## config.mk

```make
export PLATFORM = sky130hd
export DESIGN_NAME = hcs_ctrl
export DESIGN_NICKNAME = d
export VERILOG_FILES = /design/src/rtl/hcs_pkg.sv /design/src/rtl/hcs_ctrl.sv
export VERILOG_INCLUDE_DIRS = /design/src /design/src/rtl
export SDC_FILE = /design/constraint.sdc
export NUM_CORES = 1
export LEC_CHECK = 0
export ABC_AREA = 0
export BUFFER_PORTS_ARGS = -buffer_cell sky130_fd_sc_hd__clkbuf_2
export CAP_MARGIN = 20
export CORE_MARGIN = 1
export CORE_UTILIZATION = 52
export DETAILED_ROUTE_END_ITERATION = 10
export PLACE_DENSITY = 0.85
export SETUP_SLACK_MARGIN = 0.15
export SYNTH_ARGS = -nofsm -noshare
export SYNTH_HDL_FRONTEND = slang
export SYNTH_SLANG_ARGS = --single-unit
```

## constraint.sdc

```tcl
create_clock -name clk -period 3.75 [get_ports clk]
set_clock_uncertainty 0.2 [all_clocks]
set_input_delay 0.5625 -clock clk [delete_from_list [all_inputs] [get_ports clk]]
set_output_delay 0.5625 -clock clk [all_outputs]
set_load 0.03 [all_outputs]
```

## src/rtl/harmonic_candidate_sifter_macros.svh

```systemverilog
// ----------------------------------------------------------------------------
// Harmonic candidate sifter assertion macros
// Shared concurrent assertion forms, sampled on clk and disabled during reset.
// ----------------------------------------------------------------------------
`ifndef HARMONIC_CANDIDATE_SIFTER_MACROS_SVH
`define HARMONIC_CANDIDATE_SIFTER_MACROS_SVH

// Condition must hold at every clock edge.
`define HCS_ASSERT_ALW(lbl, cond, msg) \
    lbl: assert property (@(posedge clk) disable iff (!rst_n) (cond)) else $error(msg);

// Consequent must hold in the same cycle as the antecedent.
`define HCS_ASSERT_IMP(lbl, ante, cons, msg) \
    lbl: assert property (@(posedge clk) disable iff (!rst_n) (ante) |-> (cons)) \
        else $error(msg);

// Consequent must hold in the cycle after the antecedent.
`define HCS_ASSERT_NXT(lbl, ante, cons, msg) \
    lbl: assert property (@(posedge clk) disable iff (!rst_n) (ante) |=> (cons)) \
        else $error(msg);

`endif

```

## src/rtl/hcs_pkg.sv

```systemverilog
// ----------------------------------------------------------------------------
// Harmonic candidate sifter package
// Field widths, register indexes, reset values and controller/datapath types.
// ----------------------------------------------------------------------------
`default_nettype none

package hcs_pkg;

    localparam int SNR_W  = 24;
    localparam int PER_W  = 36;
    localparam int DM_W   = 24;
    localparam int GRP_W  = 6;
    localparam int TOL_W  = 16;
    localparam int MH_W   = 5;

    localparam int S_TDATA_W = 88;
    localparam int M_TDATA_W = 96;
    localparam int M_TUSER_W = 2;

    localparam int CFG_AW = 2;
    localparam int CFG_DW = 16;

    localparam logic [CFG_AW-1:0] CFG_MAX_HARM = 2'd0;
    localparam logic [CFG_AW-1:0] CFG_PER_TOL  = 2'd1;
    localparam logic [CFG_AW-1:0] CFG_DM_TOL   = 2'd2;

    localparam logic [MH_W-1:0]  MAX_HARM_RST = 5'd8;
    localparam logic [TOL_W-1:0] PER_TOL_RST  = 16'd1049;
    localparam logic [TOL_W-1:0] DM_TOL_RST   = 16'd6554;
    localparam int DEFAULT_HARM = 8;

    localparam int PER_SHIFT = 20;
    localparam int DM_SHIFT  = 16;

    // Data memory read address selection.
    localparam logic [1:0] RD_I   = 2'd0;
    localparam logic [1:0] RD_J   = 2'd1;
    localparam logic [1:0] RD_CUR = 2'd2;

    typedef struct packed {
        logic       load;
        logic       i_clr;
        logic       i_inc;
        logic       j_clr;
        logic       j_inc;
        logic       j_from_i;
        logic       si_lat;
        logic       rank_clr;
        logic       rank_cmp;
        logic       order_wr;
        logic [1:0] rd_sel;
        logic       ord_sel;
        logic       cur_lat;
        logic       lead_lat;
        logic       cand_lat;
        logic       test_start;
        logic       take;
        logic       push;
        logic       leader;
        logic       group_inc;
        logic       flush;
        logic       run_clr;
    } hcs_cmd_t;

    typedef struct packed {
        logic i_last;
        logic j_last;
        logic taken_cur;
        logic push_ok;
        logic flush_ok;
        logic test_busy;
        logic match;
    } hcs_sts_t;

endpackage

`default_nettype wire

```

## src/rtl/hcs_ctrl.sv

```systemverilog
// ----------------------------------------------------------------------------
// Harmonic candidate sifter controller
// Sequences loading, rank sort, group walk, harmonic tests and result pushes.
// ----------------------------------------------------------------------------
`default_nettype none
`include "harmonic_candidate_sifter_macros.svh"

module hcs_ctrl (
    input  wire logic              clk,
    input  wire logic              rst_n,
    input  wire logic              s_tvalid,
    input  wire logic              s_tlast,
    output logic                   s_tready,
    input  wire hcs_pkg::hcs_sts_t sts,
    output hcs_pkg::hcs_cmd_t      cmd
);

    import hcs_pkg::*;

    localparam logic [4:0] ST_LOAD   = 5'd0;
    localparam logic [4:0] ST_R_A    = 5'd1;
    localparam logic [4:0] ST_R_B    = 5'd2;
    localparam logic [4:0] ST_R_C    = 5'd3;
    localparam logic [4:0] ST_R_D    = 5'd4;
    localparam logic [4:0] ST_R_W    = 5'd5;
    localparam logic [4:0] ST_P_RD   = 5'd6;
    localparam logic [4:0] ST_P_CUR  = 5'd7;
    localparam logic [4:0] ST_P_CHK  = 5'd8;
    localparam logic [4:0] ST_P_DAT  = 5'd9;
    localparam logic [4:0] ST_P_PUSH = 5'd10;
    localparam logic [4:0] ST_Q_RD   = 5'd11;
    localparam logic [4:0] ST_Q_CUR  = 5'd12;
    localparam logic [4:0] ST_Q_CHK  = 5'd13;
    localparam logic [4:0] ST_Q_DAT  = 5'd14;
    localparam logic [4:0] ST_Q_TEST = 5'd15;
    localparam logic [4:0] ST_Q_END  = 5'd16;
    localparam logic [4:0] ST_G_END  = 5'd17;
    localparam logic [4:0] ST_FLUSH  = 5'd18;

    logic [4:0] state_reg;
    logic [4:0] state_next;

    always_ff @(posedge clk or negedge rst_n)
    begin
        if (!rst_n)
        begin
            state_reg <= ST_LOAD;
        end
        else
        begin
            state_reg <= state_next;
        end
    end

    assign s_tready = (state_reg == ST_LOAD);

    always_comb
    begin
        cmd        = '0;
        cmd.rd_sel = RD_CUR;
        state_next = state_reg;
        case (state_reg)
            ST_LOAD:
            begin
                if (s_tvalid)
                begin
                    cmd.load = 1'b1;
                    if (s_tlast)
                    begin
                        cmd.i_clr  = 1'b1;
                        state_next = ST_R_A;
                    end
                end
            end
            ST_R_A:
            begin
                cmd.rd_sel = RD_I;
                state_next = ST_R_B;
            end
            ST_R_B:
            begin
                cmd.si_lat   = 1'b1;
                cmd.j_clr    = 1'b1;
                cmd.rank_clr = 1'b1;
                state_next   = ST_R_C;
            end
            ST_R_C:
            begin
                cmd.rd_sel = RD_J;
                state_next = ST_R_D;
            end
            ST_R_D:
            begin
                cmd.rd_sel   = RD_J;
                cmd.rank_cmp = 1'b1;
                if (sts.j_last)
                begin
                    state_next = ST_R_W;
                end
                else
                begin
                    cmd.j_inc  = 1'b1;
                    state_next = ST_R_C;
                end
            end
            ST_R_W:
            begin
                cmd.order_wr = 1'b1;
                if (sts.i_last)
                begin
                    cmd.i_clr  = 1'b1;
                    state_next = ST_P_RD;
                end
                else
                begin
                    cmd.i_inc  = 1'b1;
                    state_next = ST_R_A;
                end
            end
            ST_P_RD:
            begin
                state_next = ST_P_CUR;
            end
            ST_P_CUR:
            begin
                cmd.cur_lat = 1'b1;
                state_next  = ST_P_CHK;
            end
            ST_P_CHK:
            begin
                if (sts.taken_cur)
                begin
                    if (sts.i_last)
                    begin
                        state_next = ST_FLUSH;
                    end
                    else
                    begin
                        cmd.i_inc  = 1'b1;
                        state_next = ST_P_RD;
                    end
                end
                else
                begin
                    cmd.take   = 1'b1;
                    state_next = ST_P_DAT;
                end
            end
            ST_P_DAT:
            begin
                cmd.lead_lat = 1'b1;
                cmd.cand_lat = 1'b1;
                state_next   = ST_P_PUSH;
            end
            ST_P_PUSH:
            begin
                if (sts.push_ok)
                begin
                    cmd.push   = 1'b1;
                    cmd.leader = 1'b1;
                    if (sts.i_last)
                    begin
                        state_next = ST_G_END;
                    end
                    else
                    begin
                        cmd.j_from_i = 1'b1;
                        state_next   = ST_Q_RD;
                    end
                end
            end
            ST_Q_RD:
            begin
                cmd.ord_sel = 1'b1;
                state_next  = ST_Q_CUR;
            end
            ST_Q_CUR:
            begin
                cmd.cur_lat = 1'b1;
                state_next  = ST_Q_CHK;
            end
            ST_Q_CHK:
            begin
                if (sts.taken_cur)
                begin
                    if (sts.j_last)
                    begin
                        state_next = ST_G_END;
                    end
                    else
                    begin
                        cmd.j_inc  = 1'b1;
                        state_next = ST_Q_RD;
                    end
                end
                else
                begin
                    state_next = ST_Q_DAT;
                end
            end
            ST_Q_DAT:
            begin
                cmd.cand_lat   = 1'b1;
                cmd.test_start = 1'b1;
                state_next     = ST_Q_TEST;
            end
            ST_Q_TEST:
            begin
                if (!sts.test_busy)
                begin
                    state_next = ST_Q_END;
                end
            end
            ST_Q_END:
            begin
                // A matching member waits here until the staging register has room.
                if (!sts.match || sts.push_ok)
                begin
                    cmd.push = sts.match;
                    cmd.take = sts.match;
                    if (sts.j_last)
                    begin
                        state_next = ST_G_END;
                    end
                    else
                    begin
                        cmd.j_inc  = 1'b1;
                        state_next = ST_Q_RD;
                    end
                end
            end
            ST_G_END:
            begin
                cmd.group_inc = 1'b1;
                if (sts.i_last)
                begin
                    state_next = ST_FLUSH;
                end
                else
                begin
                    cmd.i_inc  = 1'b1;
                    state_next = ST_P_RD;
                end
            end
            ST_FLUSH:
            begin
                if (sts.flush_ok)
                begin
                    cmd.flush   = 1'b1;
                    cmd.run_clr = 1'b1;
                    state_next  = ST_LOAD;
                end
            end
            default:
            begin
                state_next = ST_LOAD;
            end
        endcase
    end

    `HCS_ASSERT_IMP(a_push_room, cmd.push, sts.push_ok, "push without room")
    `HCS_ASSERT_NXT(a_test_runs, cmd.test_start, sts.test_busy, "test did not start")

endmodule

`default_nettype wire

```

==> out/summary.txt, run 1 <==
STA
---------------------------------------------------------------------------------
Slew HR                                                                     55.2%
Final Max Slew Viols                                                            0
Final worst setup slack                                                    786 ps
Setup repair after global routing missed its margin                         false
Minimum period implied by the final worst setup slack                     2960 ps
Final setup violation count                                                     0
Number of hold violations in the final report                                   0
Setup TNS                                                                    0 ps
Achievable clock frequency                                              0.337 GHz
Worst hold-check slack                                                     449 ps
Slew of the pin with the lowest slew margin                                673 ps
Final clock period utilization by the worst path                            79.0%

SYNTHESIS
---------------------------------------------------------------------------------
Largest cells by area after synthesis                                dfrtp_1 14%, nor2_1 6.8%, a21oi_1 5.1%, nor3_1 5.1%, nand2_1 4.7%
Area share of the largest cell type after synthesis                         14.2%
Total of flip-flops plus latches after synthesis                                5
Synthesized instance count                                                    132
Synthesis Warnings                                                              0
Summed instance area of the synthesized netlist                           882 µm²
Number of library cell types mapped by synthesis                               41
Most used flip-flop cell after synthesis                                  dfrtp_1
Fraction of registers with async set/reset                                   100%
Sequential fraction of the synthesis area                                   14.2%
Synthesized area divided by synthesized cell count                       6.68 µm²
Post-synthesis cell type with the largest combined area                   dfrtp_1
Net count of the mapped netlist                                               143
Number of synthesized flops with an enable pin                                  0

GRT
---------------------------------------------------------------------------------
Number of global-route vias before repair                                     918
Maximum number of pins on one net before global-route repair                   22
Overall global routing resource usage                                       29.3%
GRT overflow                                                                    0
Initial antenna violation count                                                 0
First-pass GRT wire length                                                4170 µm

POWER AND IR DROP
---------------------------------------------------------------------------------
Ratio of total power to cell area                                      778 nW/µm²
Post-layout total power                                                  0.800 mW
Max rail drop VDD                                                          510 µV
Lkg Pwr                                                                  0.457 nW

FLOORPLAN
---------------------------------------------------------------------------------
Number of top-level pins                                                       35
Starting Density                                                            57.2%
Placeable core region                                                    1540 µm²
Die W                                                                     43.2 µm
Die height                                                                43.2 µm
Area enclosed by the die boundary                                        1860 µm²
Floorplan row count                                                            14

WORST SETUP PATH
---------------------------------------------------------------------------------
Type of element capturing the critical path                           output port
Setup slack on the worst flop-to-flop path                                1620 ps
CP required                                                               2990 ps
Largest fanout of any net on the critical path                                 16
Data arrival at the endpoint of the critical path                         2200 ps
Startpoint class of the critical path                                        flop
Category of the most critical setup path                               reg -> out

FINAL LAYOUT
---------------------------------------------------------------------------------
# nets final                                                                  170
Number of cells in the finished layout apart from fillers                     174
Layout Area Growth over Synthesis                                           16.6%
Largest register FFs                                                            5
Antenna Diode Count                                                             0
Proportion of layout cells with a drive suffix above 1                      27.2%

ROUTE
---------------------------------------------------------------------------------
Total via count in the routed design                                        1,125
Per-cell via count in the routed design                                      6.47
Total wire length after detailed routing                                  2670 µm
Antenna Violating Nets Remaining                                                0
Routed len/inst                                                           15.3 µm
DRC errors left                                                                 0
Count of TritonRoute iterations in the first routing pass                       4
Detailed Route Iter0 Violations                                                38

CLOCKING
---------------------------------------------------------------------------------
Post-cts sizing count                                                           0
Clock tree from TritonCTS                                                    done
Reg clk slew, reported paths                                                40 ps
CTS Buf Count                                                                   3
Source-to-sink clock delay at the later pin of the worst-skew pair         240 ps
Post CTS Setup Buffer Count                                                     0
Maximum count of clock buffers along a single path                              2
# H-tree levels                                                                 1
Clock Sinks                                                                     5
Cell at the root of the clock tree                                       clkbuf_4

RUN
---------------------------------------------------------------------------------
Total of max-cap violations                                                     0

PLACE
---------------------------------------------------------------------------------
Number of buffers added on ports                                               34
Cell Count Post-Placement                                                     169
Setup Slack @ Placement                                                   1070 ps
Placed wire-length estimate after detailed placement                      1940 µm
Global placer's final weighted congestion                                   0.930

WORST HOLD PATH
---------------------------------------------------------------------------------
Tightest Hold Check Type                                                in -> reg

RUN STATUS
---------------------------------------------------------------------------------
Status                                                               finished clean

==> kinds of logic (layout without fill, tap and decap cells) <==
kind of cell	after synthesis	count (layout)	synth area share [%]
AO/OA/AOI/OAI	37	37	30.1
buffers and inverters	21	47	12.9
flip-flops	5	5	14.2
AND/OR/NAND/NOR	69	69	42.8
==> synthesized netlist by cell type (2+ instances only) <==
library cell and count:
o211ai_1 5, buf_6 2, nand3_1 4, buf_2 6, dfrtp_1 5, nand2_1 11
o22ai_1 2, nand3b_1 2, clkbuf_1 2, o21ai_0 7, o2111ai_1 2, nand2b_1 6
nor2b_1 3, nor2_1 16, or3b_1 3, inv_1 7, a21oi_1 9, nor3_1 9
buf_4 3, nand4_1 2, a211oi_1 3, and3_1 4
==> per-layer routing <==
| metal | share of wire (%) | wire length [µm] | track usage (%) | vias to the layer above |
|---|---|---|---|---|
| met5 | 0 | 0 | 0 | - |
| met4 | 1.1 | 30 | 7.88 | 0 |
| met3 | 9.0 | 241 | 5.96 | 6 |
| met2 | 48 | 1280 | 44.8 | 70 |
| met1 | 42 | 1110 | 41.6 | 517 |
| li1 | - | - | - | 532 |
==> repair_timing <==
action                                 4_1_cts  5_1_grt
hold buffers                                 1        0
setup endpoints to repair                    0        0
endpoints found under the hold margin        5        0
==> area by class of cell <==
cell class / instances / area (µm²)
Multi-Input combinational cell: 106 / 643
Fill cell: 152 / 513
Timing Repair Buffer: 36 / 188
Sequential cell: 5 / 125
Clock buffer: 4 / 26.3
Inverter: 7 / 26.3
Tap cell: 16 / 20.0
==> through the flow <==
step	area [µm²]	utilization, %
2_1_floorplan	882	-
6_report	1030	66.7
3_5_place_dp	992	64.4
5_1_grt	1030	66.7
4_1_cts	1030	66.7
3_3_place_gp	992	64.4
==> cells in the final DEF, fill, tap and decap left out, types with 2 or more instances in the layout <==
master	instances
inv_1	7
o211ai_1	5
a21oi_1	9
dfrtp_1	5
nand2_1	11
and3_1	4
nand2b_1	6
clkbuf_2	34
o2111ai_1	2
nand3_1	4
o21ai_0	7
o22ai_1	2
nor3_1	9
or3b_1	3
nand4_1	2
a211oi_1	3
nand3b_1	2
nor2b_1	3
clkbuf_4	3
nor2_1	16
==> report_power, final <==
group | switching (mW) | internal [mW] | total [mW]
Clock | 0.0201 | 0.0401 | 0.0602
Sequential | 0.105 | 0.0753 | 0.181
Combinational | 0.367 | 0.192 | 0.559
==> final timing paths <==
check,from,end,cells past startpoint
worst max-delay path,state_reg[3]$_DFFE_PN0P_,cmd[18],6
worst min-delay path,sts[1],state_reg[0]$_DFFE_PN0P_,3
worst max register to register,state_reg[1]$_DFFE_PN0P_,state_reg[0]$_DFFE_PN0P_,4
worst min register to register,state_reg[3]$_DFFE_PN0P_,state_reg[0]$_DFFE_PN0P_,2
max in group asynchronous,rst_n,state_reg[1]$_DFFE_PN0P_,2
min in group asynchronous,rst_n,state_reg[4]$_DFFE_PN0P_,2
==> critical path, stage by stage (launching register included) <==
cell and delay (ps):
dfrtp_1 490, buf_4 250, or4b_4 570, o32ai_4 170, o21ai_1 110, a21oi_1 150, clkbuf_2 220
No activity file was read; power rests on OpenSTA's default activity.
==> run 2: changes to the inputs <==
--- a/config.mk
+++ b/config.mk
@@ -9,10 +9,11 @@
 export ABC_AREA = 0
 export BUFFER_PORTS_ARGS = -buffer_cell sky130_fd_sc_hd__clkbuf_2
 export CAP_MARGIN = 20
+export CORE_ASPECT_RATIO = 0.75
 export CORE_MARGIN = 1
-export CORE_UTILIZATION = 52
+export CORE_UTILIZATION = 43
 export DETAILED_ROUTE_END_ITERATION = 10
-export PLACE_DENSITY = 0.85
+export PLACE_DENSITY = 0.75
 export SETUP_SLACK_MARGIN = 0.15
 export SYNTH_ARGS = -nofsm -noshare
 export SYNTH_HDL_FRONTEND = slang
==> constraint.sdc (replaced) <==
create_clock -name clk -period 2.5 [get_ports clk]
set_clock_uncertainty 0.2 [all_clocks]
set_input_delay 0.375 -clock clk [delete_from_list [all_inputs] [get_ports clk]]
set_output_delay 0.375 -clock clk [all_outputs]
set_load 0.03 [all_outputs]
==> out/summary.txt, run 2 (same netlist as run 1, synthesis figures left out) <==
FINAL LAYOUT
-------------------------------------------------------------------------------------
Highest-count cells in the layout ignoring fill and taps                 28 x clkbuf_2, 24 x buf_4, 13 x nor2_1, 11 x nand2_1, 9 x a21oi_1
Layout Area Growth over Synthesis                                               40.0%
Post-Route Utilization                                                          67.8%   +1.1 points
# nets final                                                                      187   +10%
Largest register FFs                                                                5   unchanged
Most frequent standard cell in the layout excluding fill and tap cells       clkbuf_2
Antenna Diode Count                                                                 0   unchanged
Number of cells in the finished layout apart from fillers                         197   +13%
Proportion of layout cells with a drive suffix above 1                          43.4%   +16 points

WORST SETUP PATH
-------------------------------------------------------------------------------------
Largest fanout of any net on the critical path                                      5   -11
Worst reg2reg path endpoint                                              state_reg[4]$_DFFE_PN0P_
Setup slack on the worst flop-to-flop path                                     520 ps   -1100 ps
Slowest stage cell, crit path                                                  or4b_4
Setup crit start                                                         state_reg[3]$_DFFE_PN0P_
CP required                                                                   1920 ps   -1070 ps
Startpoint class of the critical path                                            flop
Type of element capturing the critical path                               output port
R2r startpoint                                                           state_reg[0]$_DFFE_PN0P_
Data arrival at the endpoint of the critical path                             1840 ps   -360 ps
Crit path largest cell delay                                                   580 ps   about the same
Cells on worst reg2reg path                                                         7   +3
List of cells traversed by the critical path                             or4b_4 -> o32ai_4 -> o21ai_1 -> a21oi_1 -> buf_4
Category of the most critical setup path                                   reg -> out

CLOCKING
-------------------------------------------------------------------------------------
Source-to-sink clock delay at the later pin of the worst-skew pair             270 ps   +30 ps
Maximum count of clock buffers along a single path                                  2   unchanged
Cell at the root of the clock tree                                           clkbuf_4
CTS Buf Count                                                                       3   unchanged
Reg clk slew, reported paths                                                    50 ps   about the same
Clock Sinks                                                                         5   unchanged
Clock tree from TritonCTS                                                        done
# H-tree levels                                                                     1   unchanged

FLOORPLAN
-------------------------------------------------------------------------------------
Placeable core region                                                        1820 µm²   +18%
Number of top-level pins                                                           35   unchanged
Area enclosed by the die boundary                                            2240 µm²   +20%
Starting Density                                                                48.4%   -8.8 points
Floorplan row count                                                                13   -1
Die W                                                                         54.3 µm   +26%
Die height                                                                    41.2 µm   -4.5%

WORST HOLD PATH
-------------------------------------------------------------------------------------
End of the worst hold path                                               state_reg[0]$_DFFE_PN0P_
Origin of the worst min-delay path                                             sts[1]
Number of cells on the worst hold path                                              3   unchanged
Tightest Hold Check Type                                                    in -> reg

ROUTE
-------------------------------------------------------------------------------------
Total wire length after detailed routing                                      3340 µm   +25%
Antenna Violating Nets Remaining                                                    0   unchanged
Per-cell via count in the routed design                                          6.30   -2.5%
Count of TritonRoute iterations in the first routing pass                           4   unchanged
Detailed Route Iter0 Violations                                                    96   +150%
Total via count in the routed design                                            1,242   +10%
Routed len/inst                                                               17.0 µm   +11%
DRC errors left                                                                     0   unchanged

GRT
-------------------------------------------------------------------------------------
Maximum number of pins on one net before global-route repair                       18   -18%
First-pass GRT wire length                                                    4660 µm   +12%
Initial antenna violation count                                                     0   unchanged
GRT overflow                                                                        0   unchanged
Number of global-route vias before repair                                         963   +4.9%
Overall global routing resource usage                                           30.8%   +1.5 points

STA
-------------------------------------------------------------------------------------
Setup TNS                                                                        0 ps   unchanged
Worst hold-check slack                                                         204 ps   -245 ps
Slew HR                                                                         78.7%   +23 points
Final clock period utilization by the worst path                                96.6%
Final Max Slew Viols                                                                0   unchanged
Setup repair after global routing missed its margin                              true
Achievable clock frequency                                                  0.414 GHz
Slew of the pin with the lowest slew margin                                    318 ps   -355 ps
Minimum period implied by the final worst setup slack                         2420 ps
Final setup violation count                                                         0   unchanged
Number of hold violations in the final report                                       0   unchanged
Final worst setup slack                                                       84.1 ps   -702 ps

RUN
-------------------------------------------------------------------------------------
Total of max-cap violations                                                         0   unchanged

RUN STATUS
-------------------------------------------------------------------------------------
Status                                                                   finished clean

PLACE
-------------------------------------------------------------------------------------
Placed wire-length estimate after detailed placement                          2180 µm   +12%
Global placer's final weighted congestion                                       0.953   +2.4%
Setup Slack @ Placement                                                        224 ps   -851 ps
Number of buffers added on ports                                                   34   unchanged
Cell Count Post-Placement                                                         181   +7.1%

POWER AND IR DROP
-------------------------------------------------------------------------------------
Max rail drop VDD                                                              769 µV   +51%
Lkg Pwr                                                                      0.562 nW   +23%
Ratio of total power to cell area                                         1180 nW/µm²   +51%

run 2: cell count changes in the layout (fill, tap and decap cells not counted), sizes merged:
cell    change
buf        +23
clkbuf      -7
clkinv      +1
run 2: area by class of cell:
cell class	instances	area (µm²)
inverter	7	26.3
fill	152	587
tap	22	27.5
clock buffer	3	22.5
sequential	5	129
multi-input combinational	106	694
timing repair buffer	53	330
clock inverter	1	5.00
run 2: worst max path at each step:
stage	to	slack [ps]	cells after the start
2_1_floorplan	cmd[16]	160	5
6_report	cmd[18]	80	5
3_3_place_gp	cmd[18]	250	5
3_5_place_dp	cmd[18]	220	5
4_1_cts	cmd[5]	110	4
5_1_grt	cmd[18]	30	5
run 2: what timing repair did:
action                                  in CTS  in global routing
pin swaps                                    5                  7
endpoints found under the setup margin       7                 12
endpoints found under the hold margin        5                  0
buffers inserted                             9                  2
gates resized for setup                      9                 18
hold buffers                                 1                  0
run 2: power breakdown:
part	total [mW]	switching, mW	internal (mW)
logic	1.18	0.752	0.431
registers	0.165	0.0460	0.119
clock network	0.106	0.0471	0.0587
total	1.45	0.845	0.609
run 2: through the flow:
step | total power [mW] | area [µm²]
floorplan | 0.936 | 897
global placement | 1.16 | 1060
detailed placement | 1.16 | 1060
CTS | 1.35 | 1180
global route | 1.54 | 1230
finish | 1.45 | 1230
run 2: worst max-delay path, delay by kind of cell (launching register included):
family,cells,cell delay [ps]
and+or+nand+nor,1,580
DFF,1,440
buffers and inverters,1,180
AOI/OAI and AO/OA,3,390
run 2: per-layer routing:
layer | vias to the layer above | track usage (%) | wire (µm)
met5 | - | 0 | 0
met4 | 0 | 16.0 | 152
met3 | 19 | 5.56 | 368
met2 | 95 | 46.6 | 1450
met1 | 559 | 41.7 | 1370
li1 | 569 | - | -
